### config.mk
export PLATFORM = sky130hd
export DESIGN_NAME = bml_ctrl
export DESIGN_NICKNAME = d
export VERILOG_FILES = /design/src/bml_pkg.sv /design/src/bml_ctrl.sv
export SDC_FILE = /design/constraint.sdc
export NUM_CORES = 1
export LEC_CHECK = 0
export BUFFER_PORTS_ARGS = -buffer_cell sky130_fd_sc_hd__clkbuf_2
export CAP_MARGIN = 20
export CORE_MARGIN = 2
export CORE_UTILIZATION = 42
export DETAILED_ROUTE_END_ITERATION = 12
export GPL_ROUTABILITY_DRIVEN = 0
export PLACE_DENSITY = 0.77
export RECOVER_POWER = 25
export SLEW_MARGIN = 20
export SYNTH_ARGS = -nofsm -noshare
export SYNTH_HDL_FRONTEND = slang
export SYNTH_SLANG_ARGS = --single-unit
### constraint.sdc
create_clock -name clk -period 1.8 [get_ports clk]
set_input_delay 0.27 -clock clk [delete_from_list [all_inputs] [get_ports clk]]
set_output_delay 0.27 -clock clk [all_outputs]
set_load 0.005 [all_outputs]
### src/bml_pkg.sv
// ----------------------------------------------------------------------------
// Binomial modulo prime package
// Shared constants and the command and status bundles between the
// controller and the datapath.
// ----------------------------------------------------------------------------
package bml_pkg;

    // Default width of the sieve index; the sieve covers 0 .. 2^N_BITS - 1.
    localparam int N_BITS_DEF = 16;
    // Width of the n and m fields.
    localparam int ARG_W      = 16;
    // Width of the residue field.
    localparam int RES_W      = 14;
    // The prime modulus.
    localparam int PRIME_MOD  = 10007;
    // Number of steps of the bit-serial modular multiplier.
    localparam int MUL_STEPS  = RES_W;

    // Commands from the controller to the datapath.
    typedef struct packed {
        logic clr_wr;     // write one entry of the clearing pass
        logic sv_init;    // start the sieve at i = 2
        logic sv_rd;      // read the map at i
        logic sv_next;    // advance i and its square
        logic sv_jinit;   // first multiple to mark is i*i
        logic sv_mark;    // mark j composite, step j by i
        logic load;       // latch n and m, reset p and the product
        logic q_rd;       // read the map at p
        logic q_next;     // advance to the next candidate p
        logic leg_init;   // load the three Legendre lanes and the base
        logic red_step;   // subtract the modulus from the base
        logic div_init;   // clear remainders and the bit counter
        logic div_step;   // one restoring division step on every lane
        logic div_acc;    // add the quotients into the counts
        logic pow_init;   // form the exponent from the counts
        logic mul_init;   // start a modular multiplication
        logic mul_step;   // one multiplier step
        logic mul_done;   // take the product, count the exponent down
        logic out_ok;     // register a good result
        logic out_bad;    // register a rejected result
    } bml_cmd_t;

    // Status from the datapath to the controller.
    typedef struct packed {
        logic clr_last;
        logic sv_over;
        logic map_bit;
        logic j_over;
        logic bad_in;
        logic p_over;
        logic b_big;
        logic a_small;
        logic div_last;
        logic e_zero;
        logic mul_last;
    } bml_stat_t;

endpackage

### src/bml_ctrl.sv
// ----------------------------------------------------------------------------
// Binomial modulo prime controller
// Sequences the sieve after reset and then each query over the primes.
// ----------------------------------------------------------------------------
module bml_ctrl
    import bml_pkg::*;
(
    input  logic      clk,
    input  logic      rst_n,
    input  logic      start,
    input  bml_stat_t stat,
    output bml_cmd_t  cmd,
    output logic      busy,
    output logic      done
);

    typedef enum logic [3:0] {
        S_CLR,
        S_SV_CHK,
        S_SV_TEST,
        S_SV_MARK,
        S_IDLE,
        S_Q_CHK,
        S_Q_TEST,
        S_RED,
        S_DIV_CHK,
        S_DIV,
        S_DIV_ACC,
        S_POW,
        S_MUL,
        S_MUL_END
    } state_t;

    state_t state_reg, state_next;
    logic   busy_reg, busy_next;
    logic   done_reg, done_next;

    // Next state and commands.
    always_comb
    begin
        state_next = state_reg;
        cmd        = '0;
        done_next  = 1'b0;
        case (state_reg)
            S_CLR:
            begin
                cmd.clr_wr = 1'b1;
                if (stat.clr_last)
                begin
                    cmd.sv_init = 1'b1;
                    state_next  = S_SV_CHK;
                end
            end
            S_SV_CHK:
            begin
                if (stat.sv_over)
                begin
                    state_next = S_IDLE;
                end
                else
                begin
                    cmd.sv_rd  = 1'b1;
                    state_next = S_SV_TEST;
                end
            end
            S_SV_TEST:
            begin
                if (stat.map_bit)
                begin
                    cmd.sv_next = 1'b1;
                    state_next  = S_SV_CHK;
                end
                else
                begin
                    cmd.sv_jinit = 1'b1;
                    state_next   = S_SV_MARK;
                end
            end
            S_SV_MARK:
            begin
                if (stat.j_over)
                begin
                    cmd.sv_next = 1'b1;
                    state_next  = S_SV_CHK;
                end
                else
                begin
                    cmd.sv_mark = 1'b1;
                end
            end
            S_IDLE:
            begin
                if (start)
                begin
                    cmd.load = 1'b1;
                    if (stat.bad_in)
                    begin
                        cmd.out_bad = 1'b1;
                        done_next   = 1'b1;
                    end
                    else
                    begin
                        state_next = S_Q_CHK;
                    end
                end
            end
            S_Q_CHK:
            begin
                if (stat.p_over)
                begin
                    cmd.out_ok = 1'b1;
                    done_next  = 1'b1;
                    state_next = S_IDLE;
                end
                else
                begin
                    cmd.q_rd   = 1'b1;
                    state_next = S_Q_TEST;
                end
            end
            S_Q_TEST:
            begin
                if (stat.map_bit)
                begin
                    cmd.q_next = 1'b1;
                    state_next = S_Q_CHK;
                end
                else
                begin
                    cmd.leg_init = 1'b1;
                    state_next   = S_RED;
                end
            end
            S_RED:
            begin
                if (stat.b_big)
                begin
                    cmd.red_step = 1'b1;
                end
                else
                begin
                    state_next = S_DIV_CHK;
                end
            end
            S_DIV_CHK:
            begin
                if (stat.a_small)
                begin
                    cmd.pow_init = 1'b1;
                    state_next   = S_POW;
                end
                else
                begin
                    cmd.div_init = 1'b1;
                    state_next   = S_DIV;
                end
            end
            S_DIV:
            begin
                cmd.div_step = 1'b1;
                if (stat.div_last)
                begin
                    state_next = S_DIV_ACC;
                end
            end
            S_DIV_ACC:
            begin
                cmd.div_acc = 1'b1;
                state_next  = S_DIV_CHK;
            end
            S_POW:
            begin
                if (stat.e_zero)
                begin
                    cmd.q_next = 1'b1;
                    state_next = S_Q_CHK;
                end
                else
                begin
                    cmd.mul_init = 1'b1;
                    state_next   = S_MUL;
                end
            end
            S_MUL:
            begin
                cmd.mul_step = 1'b1;
                if (stat.mul_last)
                begin
                    state_next = S_MUL_END;
                end
            end
            S_MUL_END:
            begin
                cmd.mul_done = 1'b1;
                state_next   = S_POW;
            end
            default:
            begin
                state_next = S_CLR;
            end
        endcase
        busy_next = (state_next != S_IDLE);
    end

    // State and registered outputs.
    always_ff @(posedge clk or negedge rst_n)
    begin
        if (!rst_n)
        begin
            state_reg <= S_CLR;
            busy_reg  <= 1'b1;
            done_reg  <= 1'b0;
        end
        else
        begin
            state_reg <= state_next;
            busy_reg  <= busy_next;
            done_reg  <= done_next;
        end
    end

    assign busy = busy_reg;
    assign done = done_reg;

endmodule

==> impl_metrics.py, run 1 <==
metrics = {
    "detailed_routing": {
        "vias": 790,
        "routed_wl_mm": 1.82,
        "wl_per_cell_microns": 12.9,
        "final_antenna_net_count": 0,
        "route.detailed.drc": 0,
        "drt-initial-drc-count": 12,
        "drtPass1Iterations": 4,
        "avgViaCountPerCell": 5.60,
    },
    "power": {
        "vdd_ir_drop_max_mv": 0.742,
        "cellLeakagePower_nw": 0.436,
        "powerDensity_nw_per_um2": 1560,
    },
    "grt": {
        "gr-usage-all-layers_pct": 21.9,
        "antenna_found_initial": 0,
        "grt_max_degree": 19,
        "grt_overflow": 0,
        "grt_pass1_vias": 706,
        "grt_pass1_wl_mm": 3.07,
    },
    "die": {
        "die_width_microns": 43.0,
        "pin_count": 36,
        "initial_core_util_pct": 43.4,
        "die-area_sq_um": 1850,
        "die_h_microns": 43.0,
        "core_sq_um": 1470,
        "rows": 14,
    },
    "clocking": {
        "cts_buffers": 3,
        "clk_pin_slew_worst_paths_ns": 0.04,
        "cts_tree": "done",
        "clk_latency_ns": 0.25,
        "root_buffer": "clkbuf_4",
        "clock_sinks": 6,
        "htreeDepth": 1,
        "cts_max_path_buffers": 2,
    },
    "critical_path": {
        "rr_startpoint": "state_reg[0]$_DFF_PN0_",
        "crit_path_end_kind": "output pin",
        "reg2regPathDepth": 5,
        "rr_endpoint": "busy$_DFF_PN1_",
        "path_max_fanout": 12,
        "crit_arrival_ns": 1.45,
        "crit_required_ns": 1.53,
        "crit_path_top_delay_cell": "dfrtp_1",
        "max_stage_delay_ns": 0.41,
        "path_cells": "buf_6 -> or3b_4 -> nor2_1 -> clkbuf_2",
        "ff2ff_setup_slack_ns": 0.19,
        "worst_setup_path_start_kind": "register",
        "worstSetupPathType": "reg -> out",
    },
    "finish": {
        "n_antenna_cell": 0,
        "largest_reg_flops": 4,
        "drive_gt1_share_pct": 44.8,
        "final_cells": 141,
        "syn2layout_area_growth_pct": 40.4,
        "nets": 140,
        "fillers": 135,
        "final_cell_mix": "34 x clkbuf_2, 10 x nor2_1, 8 x nand2_1",
        "final_common_cell": "clkbuf_2",
        "multi_input_area_sq_um": 448,
        "seqCellArea_sq_um": 154,
    },
    "logic_synthesis": {
        "async_reset_ff_share_pct": 100,
        "ys.warnings.count": 0,
        "syn-num-nets": 99,
        "avgSynthCellArea_sq_um": 7.51,
        "synthTopCellsByArea": "dfrtp_1 20%, nor2_1 5.9%, nor3_1 5.5%, nand3_1 4.7%, nand2_1 4.7%",
        "synth-seq-cells": 6,
        "synth_cell_type_count": 39,
        "ys_seq_area_share_pct": 23.7,
        "post-synth-top-area-cell": "dfrtp_1",
        "synth_ff_type": "dfrtp_1",
        "synth_top_area_share_pct": 19.6,
        "synth_edf_count": 0,
        "syn_inst": 85,
        "syn-cell-area_sq_um": 638,
    },
    "sta": {
        "period_needed_ns": 1.72,
        "fin_worst_skew_ns": 0.00795,
        "fmax_mhz": 581,
        "setup_viol": 0,
        "whs_ns": 0.372,
        "rsz0062_at_grt": "false",
        "fin_setup_tns_ns": 0,
        "slew_headroom_pct": 77.4,
        "tightest_slew_ns": 0.336,
        "maxSlewViolCount": 0,
        "period_share_pct": 95.7,
        "finalHoldViolCount": 0,
    },
    "min_path": {
        "hp-start": "stat[6]",
        "hold_class": "in -> reg",
        "hold-path-endpoint": "done$_DFF_PN0_",
        "hold_depth": 3,
    },
    "run_status": {
        "outcome": "finished, final reports clean",
    },
    "placement": {
        "dp_cells": 136,
        "dp_hpwl_mm": 1.42,
        "io_buffers": 35,
    },
    "run": {
        "cap_violations": 0,
    },
}
[stage by stage]
step | setup WS [ns] | util [%] | instance area (sq um) | power, mW
final | 0.0774 | 60.9 | 896 | 1.40
after detailed placement | 0.129 | 57.2 | 842 | 1.22
after global placement | 0.169 | 57.2 | 842 | 1.20
after global routing | 0.000239 | 60.9 | 896 | 1.53
after floorplan | 0.333 | - | 638 | 0.955
after CTS | 0.00150 | 59.8 | 880 | 1.37
[area by class of cell]
type / instances / area share, %
well taps: 16 / 2.23
inverters: 2 / 0.838
flip-flops and latches: 6 / 17.2
repair buffers: 43 / 26.8
multi-input cells: 70 / 50.0
clock buffers: 4 / 2.93
[what timing repair did]
action | in CTS | in global routing
hold endpoints to repair | 5 | 0
hold buffers | 1 | 0
pin swaps | 0 | 0
resized for setup | 1 | 5
setup endpoints to repair | 3 | 6
setup buffers | 0 | 0
[metal layers]
layer	share of wire (%)	GRT usage, %	up-vias
met2	54	36.7	19
li1	-	-	392
met3	3.7	5.96	2
met5	0	0	-
met1	41	26.9	377
met4	0.77	7.27	0
[cell families after synthesis]
family | after synthesis | synth area share [%]
and+or+nand+nor | 48 | 39.8
muxes | 3 | 4.90
AOI/OAI and AO/OA | 18 | 22.2
xor gates and xnor gates | 1 | 1.37
DFF | 6 | 23.7
buffers and inverters | 9 | 8.04
[critical path: cells and delay by family, from the launching register on]
| kind | cells | cell delay [ns] |
|---|---|---|
| buf+inv | 2 | 0.28 |
| flops | 1 | 0.41 |
| simple gates | 2 | 0.52 |
[worst max-delay path by stage]
stage | cells past startpoint | slack [ns] | startpoint | to
floorplan | 6 | 0.33 | state_reg[0]$_DFF_PN0_ | busy$_DFF_PN1_
global placement | 5 | 0.17 | state_reg[1]$_DFF_PN0_ | busy$_DFF_PN1_
detailed placement | 5 | 0.13 | state_reg[1]$_DFF_PN0_ | busy$_DFF_PN1_
CTS | 4 | 0.001 | state_reg[2]$_DFF_PN0_ | cmd[0]
global route | 4 | 0.0002 | state_reg[2]$_DFF_PN0_ | cmd[0]
finish | 4 | 0.08 | state_reg[0]$_DFF_PN0_ | cmd[10]
[synth_stat cells (2+ instances only)]
library cell,count
a21oi_1,2
and3_1,2
buf_2,2
buf_4,2
clkbuf_1,2
dfrtp_1,5
inv_1,2
mux2i_1,2
nand2_1,8
nand2b_1,3
nand3_1,6
nor2_1,10
nor2b_1,3
nor3_1,7
nor3b_1,2
o21ai_0,3
or2_2,2
[power by group]
part | internal (mW) | leakage [nW] | total (mW) | switching (mW)
clock network | 0.0840 | 0.0150 | 0.134 | 0.0495
registers | 0.200 | 0.0698 | 0.293 | 0.0929
logic | 0.450 | 0.351 | 0.972 | 0.522
Note: power is estimated with default switching activity, not from simulation.
==> run 2: changes to the inputs <==
--- a/config.mk
+++ b/config.mk
@@ -8,10 +8,11 @@
 export BUFFER_PORTS_ARGS = -buffer_cell sky130_fd_sc_hd__clkbuf_2
 export CAP_MARGIN = 20
 export CORE_MARGIN = 2
-export CORE_UTILIZATION = 42
+export CORE_UTILIZATION = 45
+export CTS_BUF_LIST = sky130_fd_sc_hd__clkbuf_4 sky130_fd_sc_hd__clkbuf_8
 export DETAILED_ROUTE_END_ITERATION = 12
 export GPL_ROUTABILITY_DRIVEN = 0
-export PLACE_DENSITY = 0.77
+export PLACE_DENSITY = 0.82
 export RECOVER_POWER = 25
 export SLEW_MARGIN = 20
 export SYNTH_ARGS = -nofsm -noshare
==> run 2 against run 1 <==
Clock-buffer cell count is the same. Flip-flop and latch count is the same. Power grew 3.9%. Global-route usage shrank 0.26 points. Die area shrank 6.1%. Cell area grew 3.1%. Setup slack gained 0.0069 ns. Critical path depth is the same. Largest cell class unchanged. Highest routed layer unchanged.
==> impl_metrics.py, run 2 (synthesis results as in run 1) <==
metrics = {
    "run_status": {
        "outcome": "finished, final reports clean",
    },
    "finish": {
        "postLayoutCoreUtil_pct": 70.1,
        "nets": 141,
        "final_common_cell": "clkbuf_2",
        "syn2layout_area_growth_pct": 44.7,
        "seqCellArea_sq_um": 154,
        "final_cell_mix": "32 x clkbuf_2, 9 x nor2_1, 8 x nand2_1, 8 x buf_4, 6 x nand3_1",
        "fillers": 108,
        "final_area_sq_um": 923,
        "largest_reg_flops": 4,
        "drive_gt1_share_pct": 47.6,
        "multi_input_area_sq_um": 472,
        "final_cells": 141,
        "n_antenna_cell": 0,
    },
    "detailed_routing": {
        "routed_wl_mm": 1.83,
        "final_antenna_net_count": 0,
        "drt-initial-drc-count": 41,
        "route.detailed.drc": 0,
        "vias": 791,
        "drtPass1Iterations": 4,
        "avgViaCountPerCell": 5.61,
        "wl_per_cell_microns": 13.0,
    },
    "sta": {
        "fin_setup_tns_ns": 0,
        "worst_slack_ns": 0.0843,
        "setup_viol": 0,
        "maxSlewViolCount": 0,
        "slew_headroom_pct": 78.1,
        "tightest_slew_ns": 0.325,
        "rsz0062_at_grt": "false",
        "whs_ns": 0.353,
        "fin_worst_skew_ns": 0.00691,
        "period_share_pct": 95.3,
        "fmax_mhz": 583,
        "period_needed_ns": 1.72,
        "finalHoldViolCount": 0,
    },
    "critical_path": {
        "path_cells": "buf_4 -> or3b_4 -> nor2_2 -> clkbuf_2",
        "path_max_fanout": 8,
        "crit_family": "simple AND/OR/NAND/NOR gates",
        "crit_buf_inv": 2,
        "max_stage_delay_ns": 0.41,
        "crit_path_top_delay_cell": "or3b_4",
        "crit_arrival_ns": 1.45,
        "crit_path_end_kind": "output pin",
        "worstSetupPathType": "reg -> out",
        "worst_setup_path_start_kind": "register",
        "crit_required_ns": 1.53,
    },
    "placement": {
        "dp_cells": 136,
        "dp_hpwl_mm": 1.41,
        "dp_slack_ns": 0.213,
        "io_buffers": 35,
        "place_area_sq_um": 848,
    },
    "min_path": {
        "hold_class": "in -> reg",
    },
    "clocking": {
        "htreeDepth": 1,
        "clk_latency_ns": 0.25,
        "clock_sinks": 6,
        "clk_pin_slew_worst_paths_ns": 0.05,
        "cts_max_path_buffers": 2,
        "root_buffer": "clkbuf_4",
        "cts_tree": "done",
        "post-cts-setup-buffers": 0,
        "cts_buffers": 3,
    },
    "grt": {
        "grt_pass1_vias": 663,
        "antenna_found_initial": 0,
        "grt_max_degree": 18,
        "gr-usage-all-layers_pct": 21.6,
        "grt_overflow": 0,
        "grt_pass1_wl_mm": 2.99,
    },
    "power": {
        "power_mw": 1.45,
        "cellLeakagePower_nw": 0.445,
        "powerDensity_nw_per_um2": 1570,
        "vdd_ir_drop_max_mv": 0.849,
    },
    "die": {
        "initial_core_util_pct": 48.4,
        "pin_count": 36,
        "die_h_microns": 41.7,
        "core_sq_um": 1320,
        "rows": 13,
        "die-area_sq_um": 1740,
        "die_width_microns": 41.7,
    },
    "run": {
        "cap_violations": 0,
    },
}
[run 2: tightest hold or removal path: stages]
cell,delay [ns]
clkbuf_2,0.08
and2_1,0.12
or2_2,0.10
[run 2: area by class of cell]
cell class                 count  share of cell area [%]
inverter                       2                   0.813
tap                           15                    2.03
multi-input combinational     70                    51.1
sequential                     6                    16.7
clock buffer                   4                    3.25
timing repair buffer          44                    26.2
[run 2: repair_timing]
item,CTS,global route
gates resized for setup,0,12
endpoints found under the setup margin,0,11
endpoints found under the hold margin,5,0
hold buffers,1,0
[run 2: power breakdown]
part	total [mW]	switching, mW	internal (mW)
clock	0.155	0.0555	0.0995
sequential	0.271	0.0710	0.200
combinational	1.03	0.556	0.471
total	1.45	0.682	0.771
[run 2: worst paths after layout]
path / startpoint / end / slack (ns) / cells past startpoint
worst max-delay path: state_reg[0]$_DFF_PN0_ / cmd[10] / 0.08 / 4
worst min-delay path: stat[6] / done$_DFF_PN0_ / 0.35 / 3
worst max register to register: state_reg[3]$_DFF_PN0_ / busy$_DFF_PN1_ / 0.23 / 6
worst min register to register: state_reg[0]$_DFF_PN0_ / state_reg[1]$_DFF_PN0_ / 0.72 / 3
max in group asynchronous: rst_n / busy$_DFF_PN1_ / 1.10 / 2
min in group asynchronous: rst_n / done$_DFF_PN0_ / 0.41 / 2
[run 2: layer usage]
layer  vias up  part of all wire (%)  track usage, %
met4         0                  0.55            6.45
met1       364                    44            32.2
li1        390                     -               -
met2        33                    50            30.9
met5         -                     0               0
met3         4                   5.3            4.78
